File: src/rtl/core/skt_pkg.sv
// skt_pkg: command and status codes and the transfer payload types of the sorted key table
// no dependencies; imported by sorted_key_table

package skt_pkg;

   // command codes (any code with bit 1 set acts as a lookup)
   localparam logic [1:0] CMD_INSERT = 2'd0;
   localparam logic [1:0] CMD_DELETE = 2'd1;
   localparam logic [1:0] CMD_LOOKUP = 2'd2;

   // result status codes
   localparam logic [1:0] ST_OK      = 2'd0;
   localparam logic [1:0] ST_PRESENT = 2'd1;
   localparam logic [1:0] ST_ABSENT  = 2'd2;
   localparam logic [1:0] ST_FULL    = 2'd3;

   // request transfer payload
   typedef struct packed {
      logic [1:0]  cmd;
      logic [15:0] key;
   } req_type;

   // response transfer payload
   typedef struct packed {
      logic [1:0] status;
      logic [3:0] position;
      logic [4:0] entry_count;
   } rsp_type;

endpackage

File: src/rtl/core/skt_key_ram.sv
// skt_key_ram: key store of the sorted key table, one write and one registered read per cycle
// no package dependencies; instantiated by sorted_key_table

module skt_key_ram #(
   parameter int DEPTH    = 16,
   parameter int KEY_BITS = 16
) (
   input  logic                       clock,
   input  logic                       wr_en,
   input  logic [$clog2(DEPTH)-1:0]   wr_addr,
   input  logic [KEY_BITS-1:0]        wr_data,
   input  logic [$clog2(DEPTH)-1:0]   rd_addr,
   output logic [KEY_BITS-1:0]        rd_data
);

   logic [KEY_BITS-1:0] key_store_ff [DEPTH];
   logic [KEY_BITS-1:0] rd_data_ff;

   // write port
   always_ff @(posedge clock) begin
      if (wr_en) begin
         key_store_ff[wr_addr] <= wr_data;
      end
   end

   // registered read port
   always_ff @(posedge clock) begin
      rd_data_ff <= key_store_ff[rd_addr];
   end

   assign rd_data = rd_data_ff;

endmodule

File: src/rtl/core/sorted_key_table.sv
// sorted_key_table: top level, sequencer for search, shift and response
// depends on skt_pkg and skt_key_ram
//
// Holds up to DEPTH unique keys in ascending order in a two-port key RAM.
// req channel: one command (insert, delete, lookup) per transfer; req_stall is
// low only while the sequencer is idle, so one command is worked at a time.
// rsp channel: exactly one result per command (status, position, entry count),
// held in an output register; a new command may be taken while it waits.
// Sequence: a binary search probe is a RAM read (S_PROBE), then a compare
// (S_CMP), and a miss is closed by one more S_PROBE. An insert then moves
// every larger key up one place and a delete moves them down, each moved key
// read (S_SH_RD), then written (S_SH_WR), and an insert then writes the new
// key (S_PUT). After S_DECIDE and any shift or write, S_RESP loads the
// response; the next command is taken in the cycle after it is loaded.
// Reset (synchronous, active high) empties the table and drops any pending
// response; the RAM contents are not cleared and need no clearing pass.
// While rsp_stall is high the response holds; a finished command waits for the
// output register to free before the sequencer returns to idle.

module sorted_key_table
   import skt_pkg::*;
#(
   parameter int DEPTH    = 16,
   parameter int KEY_BITS = 16
) (
   input  logic    clock,
   input  logic    reset,
   input  logic    req_valid,
   output logic    req_stall,
   input  req_type req_data,
   output logic    rsp_valid,
   input  logic    rsp_stall,
   output rsp_type rsp_data
);

   localparam int AW = $clog2(DEPTH);
   localparam int CW = $clog2(DEPTH + 1);

   typedef enum logic [7:0] {
      S_IDLE   = 8'b0000_0001,
      S_PROBE  = 8'b0000_0010,
      S_CMP    = 8'b0000_0100,
      S_DECIDE = 8'b0000_1000,
      S_SH_RD  = 8'b0001_0000,
      S_SH_WR  = 8'b0010_0000,
      S_PUT    = 8'b0100_0000,
      S_RESP   = 8'b1000_0000
   } state_type;

   state_type           state_ff, state_in;
   logic [CW-1:0]       count_ff, count_in;
   logic [CW-1:0]       lo_ff, lo_in;
   logic [CW-1:0]       hi_ff, hi_in;
   logic [CW-1:0]       mid_ff, mid_in;
   logic [CW-1:0]       at_ff, at_in;
   logic [CW-1:0]       idx_ff, idx_in;
   logic                found_ff, found_in;
   logic                up_ff, up_in;
   logic [1:0]          cmd_ff, cmd_in;
   logic [KEY_BITS-1:0] key_ff, key_in;
   logic [1:0]          status_ff, status_in;
   logic                rsp_valid_ff, rsp_valid_in;
   rsp_type             rsp_data_ff, rsp_data_in;

   logic                wr_en;
   logic [AW-1:0]       wr_addr;
   logic [KEY_BITS-1:0] wr_data;
   logic [AW-1:0]       rd_addr;
   logic [KEY_BITS-1:0] rd_data;
   logic [CW-1:0]       mid;
   logic [CW-1:0]       src;

   skt_key_ram #(
      .DEPTH    (DEPTH),
      .KEY_BITS (KEY_BITS)
   ) u_ram (
      .clock   (clock),
      .wr_en   (wr_en),
      .wr_addr (wr_addr),
      .wr_data (wr_data),
      .rd_addr (rd_addr),
      .rd_data (rd_data)
   );

   // search midpoint and shift source
   assign mid = lo_ff + ((hi_ff - lo_ff) >> 1);
   assign src = up_ff ? (idx_ff - CW'(1)) : (idx_ff + CW'(1));

   assign req_stall = (state_ff != S_IDLE);
   assign rsp_valid = rsp_valid_ff;
   assign rsp_data  = rsp_data_ff;

   // sequencer
   always_comb begin
      state_in     = state_ff;
      count_in     = count_ff;
      lo_in        = lo_ff;
      hi_in        = hi_ff;
      mid_in       = mid_ff;
      at_in        = at_ff;
      idx_in       = idx_ff;
      found_in     = found_ff;
      up_in        = up_ff;
      cmd_in       = cmd_ff;
      key_in       = key_ff;
      status_in    = status_ff;
      rsp_valid_in = rsp_valid_ff;
      rsp_data_in  = rsp_data_ff;
      wr_en        = 1'b0;
      wr_addr      = idx_ff[AW-1:0];
      wr_data      = rd_data;
      rd_addr      = mid[AW-1:0];

      // response register drains independently
      if (rsp_valid_ff && !rsp_stall) begin
         rsp_valid_in = 1'b0;
      end

      case (state_ff)
         S_IDLE: begin
            if (req_valid) begin
               cmd_in   = req_data.cmd;
               key_in   = KEY_BITS'(req_data.key);
               lo_in    = '0;
               hi_in    = count_ff;
               found_in = 1'b0;
               state_in = S_PROBE;
            end
         end
         S_PROBE: begin
            if (lo_ff < hi_ff) begin
               mid_in   = mid;
               state_in = S_CMP;
            end else begin
               at_in    = lo_ff;
               state_in = S_DECIDE;
            end
         end
         S_CMP: begin
            if (rd_data < key_ff) begin
               lo_in    = mid_ff + CW'(1);
               state_in = S_PROBE;
            end else if (rd_data > key_ff) begin
               hi_in    = mid_ff;
               state_in = S_PROBE;
            end else begin
               at_in    = mid_ff;
               found_in = 1'b1;
               state_in = S_DECIDE;
            end
         end
         S_DECIDE: begin
            status_in = ST_OK;
            state_in  = S_RESP;
            if (cmd_ff == CMD_INSERT) begin
               if (found_ff) begin
                  status_in = ST_PRESENT;
               end else if (count_ff >= CW'(DEPTH)) begin
                  status_in = ST_FULL;
               end else begin
                  count_in = count_ff + CW'(1);
                  idx_in   = count_ff;
                  up_in    = 1'b1;
                  state_in = (count_ff > at_ff) ? S_SH_RD : S_PUT;
               end
            end else if (cmd_ff == CMD_DELETE) begin
               if (!found_ff) begin
                  status_in = ST_ABSENT;
               end else begin
                  count_in = count_ff - CW'(1);
                  idx_in   = at_ff;
                  up_in    = 1'b0;
                  if (at_ff < (count_ff - CW'(1))) begin
                     state_in = S_SH_RD;
                  end
               end
            end else begin
               if (!found_ff) begin
                  status_in = ST_ABSENT;
               end
            end
         end
         S_SH_RD: begin
            rd_addr  = src[AW-1:0];
            state_in = S_SH_WR;
         end
         S_SH_WR: begin
            wr_en   = 1'b1;
            wr_addr = idx_ff[AW-1:0];
            wr_data = rd_data;
            idx_in  = src;
            if (up_ff) begin
               state_in = (src > at_ff) ? S_SH_RD : S_PUT;
            end else begin
               state_in = (src < count_ff) ? S_SH_RD : S_RESP;
            end
         end
         S_PUT: begin
            wr_en    = 1'b1;
            wr_addr  = at_ff[AW-1:0];
            wr_data  = key_ff;
            state_in = S_RESP;
         end
         S_RESP: begin
            if (!rsp_valid_ff || !rsp_stall) begin
               rsp_valid_in             = 1'b1;
               rsp_data_in.status       = status_ff;
               rsp_data_in.position     = (status_ff == ST_OK) ? 4'(at_ff) : 4'd0;
               rsp_data_in.entry_count  = 5'(count_ff);
               state_in                 = S_IDLE;
            end
         end
         default: begin
            state_in = S_IDLE;
         end
      endcase
   end

   // control registers
   always_ff @(posedge clock) begin
      if (reset) begin
         state_ff     <= S_IDLE;
         count_ff     <= '0;
         rsp_valid_ff <= 1'b0;
      end else begin
         state_ff     <= state_in;
         count_ff     <= count_in;
         rsp_valid_ff <= rsp_valid_in;
      end
   end

   // working and payload registers
   always_ff @(posedge clock) begin
      lo_ff       <= lo_in;
      hi_ff       <= hi_in;
      mid_ff      <= mid_in;
      at_ff       <= at_in;
      idx_ff      <= idx_in;
      found_ff    <= found_in;
      up_ff       <= up_in;
      cmd_ff      <= cmd_in;
      key_ff      <= key_in;
      status_ff   <= status_in;
      rsp_data_ff <= rsp_data_in;
   end

endmodule

File: config.mk
export PLATFORM = sky130hd
export DESIGN_NAME = sorted_key_table
export DESIGN_NICKNAME = d
export VERILOG_FILES = /design/src/rtl/core/skt_pkg.sv /design/src/rtl/core/skt_key_ram.sv /design/src/rtl/core/sorted_key_table.sv
export SDC_FILE = /design/constraint.sdc
export NUM_CORES = 1
export LEC_CHECK = 0
export ABC_CLOCK_PERIOD_IN_PS = 4650
export BUFFER_PORTS_ARGS = -buffer_cell sky130_fd_sc_hd__buf_2
export CELL_PAD_IN_SITES_DETAIL_PLACEMENT = 0
export CELL_PAD_IN_SITES_GLOBAL_PLACEMENT = 2
export CORE_AREA = 2 2 193 195
export DETAILED_ROUTE_END_ITERATION = 16
export DIE_AREA = 0 0 195 197
export PLACE_DENSITY_LB_ADDON = 0.1
export SLEW_MARGIN = 20
export SYNTH_ARGS = -nofsm -noshare
export SYNTH_HDL_FRONTEND = slang
export SYNTH_SLANG_ARGS = --single-unit
File: constraint.sdc
create_clock -name clock -period 4.65 [get_ports clock]
set_input_delay 0 -clock clock [delete_from_list [all_inputs] [get_ports clock]]
set_output_delay 0 -clock clock [all_outputs]
set_load 0.01 [all_outputs]
==> flow_summary.toml <==
[floorplanning]
die_w_um = 195
core-area_sq_mm = 0.0363
ios = 35
die_h_um = 197
start_util_pct = 43.5
die_area_sq_mm = 0.0384
fp-row-count = 70

[sta]
hold_ws_ns = 0.181
hold_viol = 0
fmax_mhz = 264
skew_ns = 0.0133
post-route-min-period_ns = 3.78
period_share_pct = 81.4
worst_pin_slew_ns = 0.959
setup_viol = 0
rsz0062_at_grt = "no"
timing.setup.tns_ns = 0
slew_headroom_pct = 36.0
maxSlewViolCount = 0

[place]
gp_congestion = 0.845
portBuffers = 34
dp_hpwl_um = 29000

[yosys]
yosysWarnings = 0
synthTopCellsByArea = "edfxtp_1 (60%), mux2i_1 (4.4%), ha_1 (4.1%), dfxtp_1 (3.8%), nand2_1 (3.1%)"
synth_top_area_share_pct = 59.7
ys_types = 64
yosysTopAreaCell = "edfxtp_1"
synth_flop_cell = "edfxtp_1"
synth_top_cells_by_count = "edfxtp_1 (314), nand2_1 (130), a21oi_1 (82)"
avgSynthCellArea_sq_um = 12.5
async_flop_share_pct = 0
synth.most_common_cell = "edfxtp_1"
synth_area_sq_mm = 0.0158
ys_ff_latch = 344
synth_cells = 1265
synth_edf_count = 314
syn-num-nets = 1342
ys_seq_area_share_pct = 63.5

[layout]
nNetsFinal = 1439
diodes = 0
utilization_pct = 50.5
drive_gt1_share_pct = 13.9
areaGrowthSynthToFinish_pct = 16.1

[worst_setup_path]
cp_common_cell = "inv_1"
critPathMaxFanout = 21
crit_start = "lo_ff[0]"
worstReg2RegStart = "lo_ff[0]"
path_cells = "ha_1 > inv_1 > fa_1 > ha_1 > inv_1 > fa_1 > buf_4 > inv_1 > buf_4 > a21oi_1 > o311ai_0 > o21ai_0 > nor3b_1 > a211o_1"
worstPathArrival_ns = 4.25
slowest_stage = "fa_1"
start_kind = "flip-flop"
crit_required_ns = 5.12
critical-path-max-stage-delay_ns = 0.54
path_class = "reg -> reg"
endpoint_kind = "flip-flop"

[global_route]
antenna_found_initial = 0
grt_pass1_vias = 10312
grt_usage_pct = 23.1
grt_max_degree = 60
grt_pass1_wl_um = 66200
gr-total-overflow = 0

[min_path]
hold_start = "req_data[8]"
worstHoldPathType = "in -> reg"

[route]
wirelength_um = 43900
drc = 0
post_drt_wl_per_cell_um = 23.6
first_pass_iters = 9
vias_per_cell = 5.69
ant_nets = 0
vias = 10579
drtIter0Drc = 920

[job]
maxCapViolCount = 0

[clock_network]
clk_pin_slew_ns = 0.06
cts_tree = "built"
htree_levels = 2
cts_root_buf = "clkbuf_16"
clock_sinks = 344
clkLatencyLatePin_ns = 0.53
cts_setup_buffers = 0
clockBufferDepth = 3
cts_resized = 0
cts_buffers = 40
cts_hold_buf = 22

[power]
power_density_mw_per_mm2 = 527
ir_drop_uv = 319
p_leak_nw = 6.72

[status]
status = "complete, no violations"
==> stage by stage <==
stage | area (sq um) | setup WS (ns) | std cells | power (mW)
after global routing | 18300 | 0.620 | 1859 | 10.1
after detailed placement | 16800 | 0.898 | 1766 | 6.55
after global placement | 16800 | 0.883 | 1766 | 6.53
after floorplan | 15800 | 1.23 | 1265 | 5.47
final | 18300 | 0.867 | 1859 | 9.65
after CTS | 18300 | 0.861 | 1859 | 9.69
==> sequential cells by signal (all words and copies together) (netlist names) <==
signal	count
state_ff	8
hi_ff	5
status_ff	2
count_ff	5
u_ram.key_store_ff	256
found_ff	1
rsp_valid	1
cmd_ff	2
u_ram.rd_data	16
key_ff	16
mid_ff	5
at_ff	5
idx_ff	5
up_ff	1
lo_ff	5
rsp_data	11
==> kinds of logic (layout without fill, tap and decap cells) <==
kind of cell,after synthesis,after routing,share of synthesized area (%)
compound gates,302,302,12.1
xor+xnor,20,20,1.11
fa+ha+maj,55,55,4.50
buf+inv,122,248,3.22
flops,344,344,63.5
mux,80,80,5.16
simple gates,342,342,10.3
==> area by class of cell <==
type,count,area [sq um]
fill,3236,17900
sequential,344,10000
multi-input combinational,799,5300
clock buffer,51,1090
timing repair buffer,124,913
tap,468,586
clock inverter,20,209
inverter,53,199
==> routing by layer <==
metal  GRT usage, %  vias to the layer above  share of wire [%]
met5              0                        -                  0
met4           4.89                        0                1.4
met3           2.69                       49                5.1
met2           37.8                      294                 47
met1           33.4                     5235                 47
li1               -                     5001                  -
==> power by group <==
group          switching [mW]  internal [mW]
Clock                    1.24           1.88
Sequential              0.112           3.83
Combinational            1.70          0.886
==> cell usage in the layout, fill, tap and decap left out, types with 10 or more instances in the layout <==
cell,Yosys,layout
o21ai_0,73,68
ha_1,52,52
dfxtp_1,30,30
nor3b_1,10,10
o311ai_0,13,13
o22ai_1,11,11
a31oi_1,30,30
nor3_1,24,24
a21oi_1,82,79
mux2_2,11,11
or3_1,11,11
nor2_1,72,72
mux2i_1,69,69
edfxtp_1,314,314
nand3b_1,14,14
o211ai_1,17,17
nand3_1,37,37
buf_4,3,67
a211o_1,12,12
a21o_1,15,14
buf_2,9,34
inv_1,52,52
xnor2_1,14,14
clkbuf_16,0,41
nand2_1,130,130
nor2b_1,13,13
dlygate4sd3_1,0,22
==> final timing paths <==
| path | to | slack (ns) | depth (start not counted) |
|---|---|---|---|
| worst max-delay path | u_ram.rd_data[0] | 0.87 | 14 |
| worst min register to register | rsp_data[9] | 0.54 | 0 |
| worst min-delay path | key_ff[8] | 0.18 | 2 |
| worst max register to register | u_ram.rd_data[0] | 0.87 | 14 |
==> worst max-delay path, delay by kind of cell (launching register included) <==
kind	cells	cell delay, ns
compound gates	4	0.79
fa+ha+maj	4	1.39
buf+inv	5	0.82
flops	1	0.41
simple gates	1	0.31
Note: power is estimated with default switching activity, not from simulation.
